File: config.mk
export PLATFORM = sky130hd
export DESIGN_NAME = key_repeat_line_editor_core
export DESIGN_NICKNAME = d
export VERILOG_FILES = /design/src/rtl/kre_pkg.sv /design/src/rtl/kre_ram.sv /design/src/rtl/key_repeat_line_editor_core.sv
export SDC_FILE = /design/constraint.sdc
export NUM_CORES = 1
export LEC_CHECK = 0
export ABC_CLOCK_PERIOD_IN_PS = 5650
export BUFFER_PORTS_ARGS = -buffer_cell sky130_fd_sc_hd__buf_4
export CORE_MARGIN = 2
export CORE_UTILIZATION = 60
export CTS_CLUSTER_DIAMETER = 60
export DETAILED_ROUTE_END_ITERATION = 7
export GPL_TIMING_DRIVEN = 0
export PLACE_DENSITY = 0.78
export SLEW_MARGIN = 20
export SYNTH_ARGS = -nofsm -noshare
export SYNTH_HDL_FRONTEND = slang
export SYNTH_SLANG_ARGS = --single-unit
File: constraint.sdc
create_clock -name i_clk -period 5.65 [get_ports i_clk]
set_input_delay 0.8475 -clock i_clk [delete_from_list [all_inputs] [get_ports i_clk]]
set_output_delay 0.8475 -clock i_clk [all_outputs]
set_load 0.02 [all_outputs]
File: src/rtl/kre_pkg.sv
// Package for the key repeat line editor: FSM state type, command, register
// and key codes, reset values and the character filter functions.
// No dependencies.
package kre_pkg;

    typedef enum logic [2:0] {
        S_IDLE,
        S_SHIFT,
        S_FILL,
        S_EMIT,
        S_RDOUT
    } t_state;

    localparam int LINE_MAX_DEF = 32;

    localparam logic [1:0] CMD_TICK     = 2'd0;
    localparam logic [1:0] CMD_KEY_DOWN = 2'd1;
    localparam logic [1:0] CMD_KEY_UP   = 2'd2;
    localparam logic [1:0] CMD_BEGIN    = 2'd3;

    localparam logic [1:0] CFG_LINE_LENGTH   = 2'd0;
    localparam logic [1:0] CFG_INIT_DELAY    = 2'd1;
    localparam logic [1:0] CFG_REPEAT_PERIOD = 2'd2;

    localparam logic [6:0] LEN_RST    = 7'd32;
    localparam logic [7:0] DELAY_RST  = 8'd30;
    localparam logic [7:0] PERIOD_RST = 8'd10;

    localparam logic [1:0] CLAMP_NONE  = 2'd0;
    localparam logic [1:0] CLAMP_LEFT  = 2'd1;
    localparam logic [1:0] CLAMP_RIGHT = 2'd2;

    localparam logic [15:0] K_RSHIFT    = 16'd303;
    localparam logic [15:0] K_LSHIFT    = 16'd304;
    localparam logic [15:0] K_RCTRL     = 16'd305;
    localparam logic [15:0] K_LCTRL     = 16'd306;
    localparam logic [15:0] K_LEFT      = 16'd276;
    localparam logic [15:0] K_RIGHT     = 16'd275;
    localparam logic [15:0] K_BACKSPACE = 16'd8;
    localparam logic [15:0] K_DELETE    = 16'd127;
    localparam logic [15:0] K_RETURN    = 16'd13;

    localparam logic [6:0] CH_SPACE    = 7'h20;
    localparam logic [6:0] CH_LOWER_A  = 7'h61;
    localparam logic [6:0] CH_LOWER_Z  = 7'h7a;
    localparam logic [6:0] CASE_OFFSET = 7'd32;

    function automatic logic is_modifier(input logic [15:0] c);
        return c inside {K_LSHIFT, K_RSHIFT, K_LCTRL, K_RCTRL};
    endfunction

    function automatic logic [6:0] to_upper(input logic [6:0] c);
        logic [6:0] r;
        r = c;
        if (c inside {[CH_LOWER_A:CH_LOWER_Z]}) begin
            r = c - CASE_OFFSET;
        end
        return r;
    endfunction

    // space ! - . 0..: A..Z and apostrophe
    function automatic logic char_ok(input logic [6:0] c);
        return c inside {[7'h20:7'h21], [7'h2d:7'h2e], [7'h30:7'h3a],
                         [7'h41:7'h5a], 7'h27};
    endfunction

endpackage

File: src/rtl/kre_ram.sv
// Generic single-clock RAM: one write port, one read port, registered read.
// No dependencies.
module kre_ram #(
    parameter int WIDTH = 7,
    parameter int DEPTH = 32
) (
    input  logic                     i_clk,
    input  logic                     i_we,
    input  logic [$clog2(DEPTH)-1:0] i_waddr,
    input  logic [WIDTH-1:0]         i_wdata,
    input  logic [$clog2(DEPTH)-1:0] i_raddr,
    output logic [WIDTH-1:0]         o_rdata
);

    logic [WIDTH-1:0] r_mem [DEPTH];
    logic [WIDTH-1:0] r_rdata;

    always_ff @(posedge i_clk) begin
        if (i_we) begin
            r_mem[i_waddr] <= i_wdata;
        end
        r_rdata <= r_mem[i_raddr];
    end

    assign o_rdata = r_rdata;

endmodule

File: src/rtl/key_repeat_line_editor_core.sv
// Key repeat line editor: typematic repeat feeding a line buffer held in RAM.
// Depends on kre_pkg and kre_ram.
// A status request goes through S_EMIT, which loads the output register and
// returns to S_IDLE; requests are stalled in every state but S_IDLE.
// Backspace, delete and insert shift the line through the RAM at one entry a
// cycle in S_SHIFT, then write the fill character in S_FILL and go to S_EMIT.
// Return reads the line out in S_RDOUT at one character a cycle while the
// output is not stalled; output stalls also hold S_EMIT.
// Reset (synchronous, active low) loads register defaults and marks every
// line entry as space through per-entry valid bits; no clearing pass.
module key_repeat_line_editor_core
    import kre_pkg::*;
#(
    parameter int LINE_MAX = LINE_MAX_DEF
) (
    input  logic        i_clk,
    input  logic        i_rst_n,
    input  logic        i_cfg_we,
    input  logic [1:0]  i_cfg_idx,
    input  logic [7:0]  i_cfg_wdata,
    input  logic        i_in_valid,
    output logic        o_in_stall,
    input  logic [1:0]  i_cmd,
    input  logic [15:0] i_key_code,
    output logic        o_out_valid,
    input  logic        i_out_stall,
    output logic [15:0] o_key_emitted,
    output logic [5:0]  o_cursor,
    output logic [1:0]  o_cursor_status,
    output logic        o_editing,
    output logic [6:0]  o_char_out,
    output logic        o_char_valid,
    output logic        o_last
);

    localparam int AW = $clog2(LINE_MAX);
    localparam logic [6:0]          LMAX7   = 7'(LINE_MAX);
    localparam logic [AW-1:0]       LMAX_M1 = AW'(LINE_MAX - 1);
    localparam logic signed [AW+1:0] ONE_S  = (AW+2)'(1);

    t_state r_state, n_state;

    logic [6:0]  r_line_length;
    logic [7:0]  r_init_delay, r_rep_period;
    logic [15:0] r_held, n_held, r_repeated, n_repeated;
    logic [7:0]  r_wait, n_wait;
    logic [AW-1:0] r_cursor, n_cursor;
    logic [1:0]  r_clamp, n_clamp;
    logic        r_edit, n_edit;
    logic [15:0] r_emit, emitted;

    logic [AW-1:0] r_addr, r_stop, r_fill_addr, r_pend_addr;
    logic          r_up, r_pend, r_rd_vld, r_rd_ok;
    logic [6:0]    r_fill_data;
    logic [LINE_MAX-1:0] r_ent_vld;

    logic        r_ov, r_o_edit, r_o_cvld, r_o_last;
    logic [15:0] r_o_key;
    logic [5:0]  r_o_cursor;
    logic [1:0]  r_o_clamp;
    logic [6:0]  r_o_char;

    logic          acc, out_free;
    logic [AW-1:0] len_m1;

    // decoded edit operation
    logic          op_shift, op_up, op_fill, op_rdout;
    logic [AW-1:0] op_start, op_stop, op_fill_addr;
    logic [6:0]    op_fill_data, up_c;
    logic [AW:0]   s_dn;
    logic signed [AW+1:0] cur_s, lim_s;

    // RAM and output control
    logic          ram_we;
    logic [AW-1:0] ram_waddr, ram_raddr;
    logic [6:0]    ram_wdata, ram_q, rd_char;
    logic          out_load, load_cvld, load_last;
    logic [6:0]    load_char;

    kre_ram #(
        .WIDTH (7),
        .DEPTH (LINE_MAX)
    ) u_line_ram (
        .i_clk   (i_clk),
        .i_we    (ram_we),
        .i_waddr (ram_waddr),
        .i_wdata (ram_wdata),
        .i_raddr (ram_raddr),
        .o_rdata (ram_q)
    );

    assign acc        = i_in_valid && (r_state == S_IDLE);
    assign o_in_stall = (r_state != S_IDLE);
    assign out_free   = !r_ov || !i_out_stall;
    assign rd_char    = r_rd_vld ? ram_q : CH_SPACE;

    always_comb begin
        if (r_line_length == 7'd0) begin
            len_m1 = '0;
        end else if (r_line_length > LMAX7) begin
            len_m1 = LMAX_M1;
        end else begin
            len_m1 = AW'(r_line_length - 7'd1);
        end
    end

    // Request decode: repeat logic and edit step
    always_comb begin
        n_held       = r_held;
        n_repeated   = r_repeated;
        n_wait       = r_wait;
        n_cursor     = r_cursor;
        n_clamp      = r_clamp;
        n_edit       = r_edit;
        emitted      = '0;
        op_shift     = 1'b0;
        op_up        = 1'b0;
        op_fill      = 1'b0;
        op_rdout     = 1'b0;
        op_start     = '0;
        op_stop      = len_m1;
        op_fill_addr = len_m1;
        op_fill_data = CH_SPACE;
        up_c         = to_upper(r_held[6:0]);
        s_dn         = '0;
        cur_s        = $signed({2'b00, r_cursor});
        lim_s        = $signed({2'b00, len_m1});
        case (i_cmd)
            CMD_KEY_DOWN: begin
                if (!is_modifier(i_key_code)) begin
                    n_held = i_key_code;
                end
            end
            CMD_KEY_UP: begin
                if (!is_modifier(i_key_code)) begin
                    if (i_key_code == r_held) begin
                        n_held = '0;
                    end
                    n_wait     = '0;
                    n_repeated = '0;
                end
            end
            CMD_BEGIN: begin
                n_cursor = '0;
                n_edit   = 1'b1;
            end
            default: begin
                if (r_wait == 8'd0) begin
                    emitted = r_held;
                    if (r_held != 16'd0) begin
                        if (r_repeated != r_held) begin
                            n_repeated = r_held;
                            n_wait     = r_init_delay;
                        end else begin
                            n_wait = r_rep_period;
                        end
                    end
                end else begin
                    n_wait = r_wait - 8'd1;
                end
                if (r_edit && emitted != 16'd0) begin
                    n_clamp = CLAMP_NONE;
                    case (emitted)
                        K_LEFT: begin
                            cur_s = cur_s - ONE_S;
                        end
                        K_RIGHT: begin
                            cur_s = cur_s + ONE_S;
                        end
                        K_BACKSPACE: begin
                            s_dn     = (r_cursor != '0) ? {1'b0, r_cursor} : (AW+1)'(1);
                            op_shift = (s_dn <= {1'b0, len_m1});
                            op_start = s_dn[AW-1:0];
                            op_fill  = 1'b1;
                            cur_s    = cur_s - ONE_S;
                        end
                        K_DELETE: begin
                            s_dn     = {1'b0, r_cursor} + (AW+1)'(1);
                            op_shift = (s_dn <= {1'b0, len_m1});
                            op_start = s_dn[AW-1:0];
                            op_fill  = 1'b1;
                        end
                        K_RETURN: begin
                            op_rdout = 1'b1;
                        end
                        default: begin
                            if (char_ok(up_c)) begin
                                op_shift     = (r_cursor < len_m1);
                                op_up        = 1'b1;
                                op_start     = len_m1 - AW'(1);
                                op_stop      = r_cursor;
                                op_fill      = 1'b1;
                                op_fill_addr = r_cursor;
                                op_fill_data = up_c;
                                cur_s        = cur_s + ONE_S;
                            end
                        end
                    endcase
                    if (op_rdout) begin
                        n_cursor = '0;
                        n_edit   = 1'b0;
                    end else if (cur_s < 0) begin
                        n_cursor = '0;
                        n_clamp  = CLAMP_LEFT;
                    end else if (cur_s > lim_s) begin
                        n_cursor = len_m1;
                        n_clamp  = CLAMP_RIGHT;
                    end else begin
                        n_cursor = cur_s[AW-1:0];
                    end
                end
            end
        endcase
    end

    // Next state
    always_comb begin
        n_state = r_state;
        case (r_state)
            S_IDLE: begin
                if (acc) begin
                    if (op_rdout) begin
                        n_state = S_RDOUT;
                    end else if (op_shift) begin
                        n_state = S_SHIFT;
                    end else if (op_fill) begin
                        n_state = S_FILL;
                    end else begin
                        n_state = S_EMIT;
                    end
                end
            end
            S_SHIFT: begin
                if (r_addr == r_stop) begin
                    n_state = S_FILL;
                end
            end
            S_FILL: begin
                if (!r_pend) begin
                    n_state = S_EMIT;
                end
            end
            S_EMIT: begin
                if (out_free) begin
                    n_state = S_IDLE;
                end
            end
            S_RDOUT: begin
                if (r_rd_ok && out_free && r_addr == len_m1) begin
                    n_state = S_IDLE;
                end
            end
            default: n_state = S_IDLE;
        endcase
    end

    // RAM port and output register control
    always_comb begin
        ram_we    = 1'b0;
        ram_waddr = r_pend_addr;
        ram_wdata = rd_char;
        ram_raddr = r_addr;
        out_load  = 1'b0;
        load_char = '0;
        load_cvld = 1'b0;
        load_last = 1'b1;
        if (r_pend) begin
            ram_we = 1'b1;
        end else if (r_state == S_FILL) begin
            ram_we    = 1'b1;
            ram_waddr = r_fill_addr;
            ram_wdata = r_fill_data;
        end
        case (r_state)
            S_EMIT: begin
                out_load = out_free;
            end
            S_RDOUT: begin
                out_load  = r_rd_ok && out_free;
                load_char = rd_char;
                load_cvld = 1'b1;
                load_last = (r_addr == len_m1);
                ram_raddr = out_load ? r_addr + AW'(1) : r_addr;
            end
            default: ;
        endcase
    end

    always_ff @(posedge i_clk) begin
        if (!i_rst_n) begin
            r_state       <= S_IDLE;
            r_line_length <= LEN_RST;
            r_init_delay  <= DELAY_RST;
            r_rep_period  <= PERIOD_RST;
            r_held        <= '0;
            r_repeated    <= '0;
            r_wait        <= '0;
            r_cursor      <= '0;
            r_clamp       <= CLAMP_NONE;
            r_edit        <= 1'b0;
            r_pend        <= 1'b0;
            r_rd_ok       <= 1'b0;
            r_ent_vld     <= '0;
            r_ov          <= 1'b0;
        end else begin
            r_state <= n_state;
            if (i_cfg_we) begin
                case (i_cfg_idx)
                    CFG_LINE_LENGTH:   r_line_length <= i_cfg_wdata[6:0];
                    CFG_INIT_DELAY:    r_init_delay  <= i_cfg_wdata;
                    CFG_REPEAT_PERIOD: r_rep_period  <= i_cfg_wdata;
                    default: ;
                endcase
            end
            if (acc) begin
                r_held     <= n_held;
                r_repeated <= n_repeated;
                r_wait     <= n_wait;
                r_cursor   <= n_cursor;
                r_clamp    <= n_clamp;
                r_edit     <= n_edit;
            end
            r_pend <= (r_state == S_SHIFT);
            if (acc) begin
                r_rd_ok <= 1'b0;
            end else if (r_state == S_RDOUT) begin
                r_rd_ok <= 1'b1;
            end
            if (acc && i_cmd == CMD_BEGIN) begin
                r_ent_vld <= '0;
            end else if (ram_we) begin
                r_ent_vld[ram_waddr] <= 1'b1;
            end
            if (out_load) begin
                r_ov <= 1'b1;
            end else if (out_free) begin
                r_ov <= 1'b0;
            end
        end
    end

    // Datapath registers
    always_ff @(posedge i_clk) begin
        r_rd_vld    <= r_ent_vld[ram_raddr];
        r_pend_addr <= r_up ? r_addr + AW'(1) : r_addr - AW'(1);
        if (acc) begin
            r_emit      <= emitted;
            r_addr      <= op_rdout ? '0 : op_start;
            r_stop      <= op_stop;
            r_up        <= op_up;
            r_fill_addr <= op_fill_addr;
            r_fill_data <= op_fill_data;
        end else if (r_state == S_SHIFT) begin
            r_addr <= r_up ? r_addr - AW'(1) : r_addr + AW'(1);
        end else if (r_state == S_RDOUT && out_load) begin
            r_addr <= r_addr + AW'(1);
        end
        if (out_load) begin
            r_o_key    <= r_emit;
            r_o_cursor <= 6'(r_cursor);
            r_o_clamp  <= r_clamp;
            r_o_edit   <= r_edit;
            r_o_char   <= load_char;
            r_o_cvld   <= load_cvld;
            r_o_last   <= load_last;
        end
    end

    assign o_out_valid     = r_ov;
    assign o_key_emitted   = r_o_key;
    assign o_cursor        = r_o_cursor;
    assign o_cursor_status = r_o_clamp;
    assign o_editing       = r_o_edit;
    assign o_char_out      = r_o_char;
    assign o_char_valid    = r_o_cvld;
    assign o_last          = r_o_last;

    a_rdout_status: assert property (@(posedge i_clk) disable iff (!i_rst_n)
        (r_ov && r_o_cvld) |-> (!r_o_edit && r_o_cursor == 6'd0))
        else $error("readout result while editing");

    a_status_last: assert property (@(posedge i_clk) disable iff (!i_rst_n)
        (r_ov && !r_o_cvld) |-> r_o_last)
        else $error("status result without last");

    a_pend_from_shift: assert property (@(posedge i_clk) disable iff (!i_rst_n)
        r_pend |-> ($past(r_state) == S_SHIFT))
        else $error("pending write outside shift");

    a_rdout_range: assert property (@(posedge i_clk) disable iff (!i_rst_n)
        (r_state == S_RDOUT) |-> (r_addr <= len_m1))
        else $error("readout index beyond line");

endmodule

After elaboration in Yosys (flattened, before gate mapping) --
Memory sizes are Yosys's and may differ from the RTL's. A register that Yosys moved wholly into a read port is not among the register bits. Cells that the tools add are included.
Operators by class: add/subtract/negate cells 9, multiply operators 0, div/mod/pow operators 0, $lt $le $gt $ge 19, equality and inequality tests 32, shifts and indexed selects 0, muxes and demuxes 90, bitwise logic cells 7, reductions and logical operators 55
Operators with widths (number):
- $mux 16 | 9
- $mux 5 | 24
- $eq 16x9->1 const B | 6
- $pmux 16 s2 | 2
- $mux 7 | 6
- $eq 16x4->1 const B | 2
- $mux 8 | 4
- $or 32x32->32 | 1
- $reduce_bool 16->1 | 2
- $mux 1 | 23
- $ge 7x6->1 const B | 3
- $le 7x6->1 const B | 3
- $pmux 7 s3 | 1
- $mux 3 | 6
- $eq 16x16->1 | 1
- $eq 16x7->1 const B | 1
- $ne 16x16->1 | 1
- $ne 2x2->1 const B | 8
- $pmux 8 s2 | 1
- $pmux 3 s5 | 1
- $pmux 5 s3 | 1
- $sub 5x1->5 const B | 3
- $ge 7x7->1 const B | 2
- $le 7x7->1 const B | 2
- other kinds (50) | 99
Word-level totals: register bits 182, latch bits 0, memory bits (writable) 224, bits in read-only memories 0, input port bits 33, output and inout bits 36, memories kept 1
Memories:
- u_line_ram.r_mem | words 32, width 7, rd ports 1, clocked after memory_dff 1, write ports 1, RTL line kre_ram.sv:15 | logic [WIDTH-1:0] r_mem [DEPTH];

Logic depth before layout (Yosys ltp) --
depth in word-level cells 16, mapped depth 19, mapped depth without buffers 18

Cells and area by module --
Synthesis repeated with hierarchy kept, for this count alone.
Second synthesis, totals: cell total of the unflattened synthesis 1432, area, all modules 18789.3 sq um
Modules (own cells, without submodules):
- key_repeat_line_editor_core | instances 1, cells each 1062, area each 9955.8 sq um
- kre_ram | instances 1, cells each 370, area each 8833.5 sq um

Worst setup path before layout --
Ideal clock, no wire load.
kind register to register, from register r_held[4], to register r_cursor[2], setup time 116 ps, arrival 3911 ps, path slack 1623 ps, stages on the path, launching flop included 19, path buffers 2, cell sequence dfxtp_1 -> buf_2 -> o2bb2ai_1 -> a221o_1 -> or3b_2 -> mux4_2 -> buf_6 -> and3_1 -> o21ai_0 -> nand2_1 -> ha_1 -> nor2b_1 -> o21a_1 -> o21ai_0 -> a21oi_1 -> o22a_1 -> a21o_1 -> a32o_1 -> a31o_2
Between the ends: cells in the longest elaborated chain, start to end 16, elaborated cells on any way between the ends 46, those cells by class 1 x add/sub; 12 x order compare; 6 x eq/ne; 15 x mux; 12 x reduce/logical
Ends and longest elaborated chain:
- from (decl) | RTL line key_repeat_line_editor_core.sv:45 | logic [15:0] r_held, n_held, r_repeated, n_repeated;
- from (signal assigned) | RTL line key_repeat_line_editor_core.sv:316 | r_held <= n_held;
- $ge 7x7->1 / $le 7x7->1 (equally long branches) | RTL line kre_pkg.sv:55 | if (c inside {[CH_LOWER_A:CH_LOWER_Z]}) begin
- $logic_and 1x1->1 | RTL line kre_pkg.sv:55
- $mux 7 | RTL line kre_pkg.sv:55
- $ge 7x6->1, or another cell as far along | RTL line kre_pkg.sv:63 | return c inside {[7'h20:7'h21], [7'h2d:7'h2e], [7'h30:7'h3a],
- $logic_and 1x1->1 | RTL line kre_pkg.sv:63
- $reduce_bool 5->1 | RTL line kre_pkg.sv:63
- $mux 6 | RTL line key_repeat_line_editor_core.sv:187 | if (char_ok(up_c)) begin
- $pmux 7 s3 | RTL line key_repeat_line_editor_core.sv:163 | case (emitted)
- $mux 7 | RTL line key_repeat_line_editor_core.sv:161 | if (r_edit && emitted != 16'd0) begin
- $mux 7 | RTL line key_repeat_line_editor_core.sv:128 | case (i_cmd)
- $gt 7x6->1 | RTL line key_repeat_line_editor_core.sv:205 | end else if (cur_s > lim_s) begin
- $mux 5 | RTL line key_repeat_line_editor_core.sv:205
- $mux 5 | RTL line key_repeat_line_editor_core.sv:202 | end else if (cur_s < 0) begin
- $mux 5 | RTL line key_repeat_line_editor_core.sv:199 | if (op_rdout) begin
- $mux 5 | RTL line key_repeat_line_editor_core.sv:161
- $pmux 5 s2 | RTL line key_repeat_line_editor_core.sv:128
- to (signal assigned) | RTL line key_repeat_line_editor_core.sv:319 | r_cursor <= n_cursor;
- to (decl) | RTL line key_repeat_line_editor_core.sv:47 | logic [AW-1:0] r_cursor, n_cursor;
Several ways; a longest one is shown, not always the timed one. The select of a mux whose other input is x is not followed. A chain may end at the register's enable or synchronous reset.

Final worst setup path --
from register r_wait[0], to register r_cursor[2]
Between the ends: cells in the longest elaborated chain, start to end 14, elaborated cells on any way between the ends 27, those cells by class 2 x order compare; 5 x eq/ne; 13 x mux; 7 x reduce/logical
Ends and longest elaborated chain:
- from (decl) | RTL line key_repeat_line_editor_core.sv:46 | logic [7:0] r_wait, n_wait;
- from (signal assigned) | RTL line key_repeat_line_editor_core.sv:318 | r_wait <= n_wait;
- $logic_not 8->1 (*) | RTL line key_repeat_line_editor_core.sv:148 | if (r_wait == 8'd0) begin
- $mux 16 (*) | RTL line key_repeat_line_editor_core.sv:148
- $mux 16 (*) | RTL line key_repeat_line_editor_core.sv:128
- $eq 16x4->1, or another cell as far along | RTL line key_repeat_line_editor_core.sv:163
- $reduce_or 2->1 (no line)
- $pmux 7 s3 | RTL line key_repeat_line_editor_core.sv:163
- $mux 7 | RTL line key_repeat_line_editor_core.sv:161
- $mux 7 | RTL line key_repeat_line_editor_core.sv:128
- $gt 7x6->1 | RTL line key_repeat_line_editor_core.sv:205
- $mux 5 | RTL line key_repeat_line_editor_core.sv:205
- $mux 5 | RTL line key_repeat_line_editor_core.sv:202
- $mux 5 | RTL line key_repeat_line_editor_core.sv:199
- $mux 5 | RTL line key_repeat_line_editor_core.sv:161
- $pmux 5 s2 | RTL line key_repeat_line_editor_core.sv:128
Mark *: on every way between the ends. The rest lies on a longest branch, timed or not. The select of a mux whose other input is x is not followed.

==> run summary <==
leak pwr = 7.56 nW
detailed placer's ending HPWL = 31500 um
Synth cell types = 78
Hold Slack = 421 ps
clock share of power = 0.301
WL/cell = 23.2 um
HP Start = r_emit[13]
synthesized area = 0.0187 mm2
crit path time final = 4990 ps
combinational share of power = 0.306
ranking of synthesized cells by area = edfxtp_1, dfxtp_1, mux4_2, ha_1, mux2i_1
post_cts resized = 0
Worst Reg2Reg Path Length in Cells = 17
Vias = 12.2k
Syn Area/Cell = 13.4 um2
Reg-to-Reg Start = r_wait[0]
sequential-to-total area share from yosys stat = 0.597
Hold Path End = o_key_emitted[13]
placed inst area = 0.0200 mm2
Critical Path End Type = flop
Die Span Y = 181 um
root buffer cell = clkbuf_16
Final nets = 1579
first-pass GRT wire length = 69700 um
Core Rows = 64
drt initial violations = 1302
H-tree depth = 2
initial antenna violation count = 0
Max-slew headroom = 0.249
final period utilization = 0.883
Reg power frac = 0.393
Max-cap violations = 0
share of layout cells above drive strength 1 = 0.185
CTS tree = built
Tot Pwr = 9.63 mW
DRT Wirelength = 45000 um
Pins Over Slew Limit = 0
Pwr Density = 449 mW/mm2
Post-synth ARST share = 0
ANT nets after route = 0
FMAX = 200 MHz
RR Endpoint = r_cursor[2]
Switch Pwr = 3.04 mW
die width = 181 um
Final Hold Viols = 0
Setup-failing EPs final = 0
switch share = 0.315
element type at the critical path start = flop
CTS Sinks = 413
outcome = complete, no violations
routability cong. = 0.918
CP arrival = 5400 ps
RSZ-0062 raised after global routing = false
Syn Inst Count = 1394
Yosys reg bits = 413
Final Core Density = 0.699
Peak VDD IR = 259 uV
Synth warnings = 0
Tightest Pin Transition = 1100 ps
Hold Crit Class = flop to flop
largest net degree at the start of global routing = 37
aggregate global routing overflow = 0
die area = 0.0327 mm2
P_int = 6.59 mW
Final TNS setup = 0 ps
Req. time, crit path = 6060 ps
I/O Buffers = 67
Crit Path Class = flop to flop
hold depth = 0
initial core utilization = 0.611
Yosys top cell area share = 0.466
n_diodes = 0
first drt pass iteration count = 6
Final Cell Area = 0.0214 mm2
Num CTS Buffers = 43
latest clock arrival within the worst-skew pair = 540 ps
Post-CTS Setup Inserts = 0
Area growth syn-to-layout = 14.4%
post-cts hold buffer count = 0
CTS Buffer Depth = 3
Main synth FF type = edfxtp_1
Via density = 6.30
Top Ports = 69
Crit Path Max Fanout = 10
FF-to-FF setup slack = 660 ps
Setup Skew = 30.2 ps
clock-pin slew on the worst setup and hold paths = 60 ps
vias in the first global route = 12.1k
Core ar. = 0.0307 mm2
Tot GR Track Use = 0.276
Post-Syn Nets = 1460
Synth area leader = edfxtp_1
Post-synth EDFFs = 291
DRC Markers = 0
cell families (layout without fill, tap and decap cells):
family          after synthesis  after routing  share of synthesized area
xor+xnor                     63             63                     0.0298
flops                       413            413                      0.597
fa+ha+maj                    33             33                     0.0220
other cells                   1              1                   0.000200
compound gates              234            234                     0.0861
mux                         127            127                      0.123
simple gates                410            410                      0.118
buf+inv                     113            266                     0.0244
worst max-delay path, cell delays in order, from the launching register on:
cell       delay [ps]
dfxtp_1           330
inv_1              80
ha_1              200
nor3b_1           620
nand2_1           260
clkbuf_1          310
a2111oi_0         920
nor3_1            140
nor2b_1           280
a21oi_1           210
nand2_1           100
ha_1              310
o21ai_0            80
a21oi_1            90
o22a_1            230
a21o_1            230
a32o_1            250
a31o_2            200
cell type report:
cell class	count	area, um2
Timing Repair Buffer	74	651
Multi-Input combinational cell	868	7190
Inverter	32	121
Fill cell	2076	9230
Tap cell	396	495
Clock buffer	59	1200
Buffer	81	337
Clock inverter	20	270
Sequential cell	413	11200
synthesized netlist by cell type, drive strengths merged, types with 14 or more instances:
cell type / count
mux2i: 36
xor2: 26
nor3: 23
nand2: 78
a22oi: 27
nand3: 20
dfxtp: 122
o21ai: 45
edfxtp: 291
a21boi: 23
mux4: 81
nor2: 94
buf: 21
ha: 33
clkbuf: 60
nand3b: 19
nor4: 14
xnor2: 37
o21a: 38
nand2b: 23
nor2b: 47
inv: 31
and3: 26
a21oi: 32
metrics by stage:
step | cells | worst slack, ps
after floorplan | 1394 | 1620
after CTS | 1943 | 750
after global placement | 1857 | 477
after detailed placement | 1864 | 804
final | 1943 | 659
after global routing | 1943 | 402
layout by cell type, fill, tap and decap left out, types with 35 or more instances in the layout:
cell       synthesis  layout
o21a_1            38      38
dfxtp_1          122     122
nand2_1           78      78
clkbuf_16          0      44
mux2i_1           36      35
clkbuf_1          60      71
o21ai_0           45      38
mux4_2            81      81
buf_4              2      69
edfxtp_1         291     291
nor2_1            91      91
nor2b_1           47      47
xnor2_1           36      35
worst max-delay path by stage:
stage	cells after the start	end	from
2_1_floorplan	18	r_cursor[2]	r_held[4]
3_3_place_gp	5	u_line_ram.r_mem[13][1]	r_state[0]
3_5_place_dp	17	r_cursor[2]	r_wait[0]
4_1_cts	17	r_cursor[2]	r_wait[0]
5_1_grt	19	r_cursor[2]	r_wait[0]
6_report	17	r_cursor[2]	r_wait[0]
metal layers:
metal | up-vias | share of wire | track usage | routed length [um]
met2 | 539 | 0.50 | 0.472 | 22600
met1 | 6047 | 0.39 | 0.362 | 17600
met3 | 114 | 0.068 | 0.0387 | 3080
li1 | 5542 | - | - | -
met4 | 0 | 0.038 | 0.100 | 1730
met5 | - | 0 | 0 | 0
state kept, by name, indices dropped and copies added (netlist names), 2 cells and up:
register / cells
u_line_ram.r_mem: 224
r_ent_vld: 32
o_key_emitted: 16
r_emit: 16
r_held: 16
r_repeated: 16
r_init_delay: 8
r_rep_period: 8
r_wait: 8
o_char_out: 7
r_fill_data: 7
r_line_length: 7
u_line_ram.o_rdata: 7
o_cursor: 5
r_addr: 5
r_cursor: 5
r_fill_addr: 5
r_pend_addr: 5
r_state: 3
o_cursor_status: 2
r_clamp: 2
power by group through the flow:
stage	combinational, mW	sequential, mW	clock (mW)
5_1_grt	3.16	3.81	3.04
4_1_cts	2.93	3.78	2.93
6_report	2.95	3.79	2.90
3_5_place_dp	2.91	3.84	0
2_1_floorplan	1.98	3.85	0
3_3_place_gp	2.77	3.85	0
No activity file was read; power rests on OpenSTA's default activity.
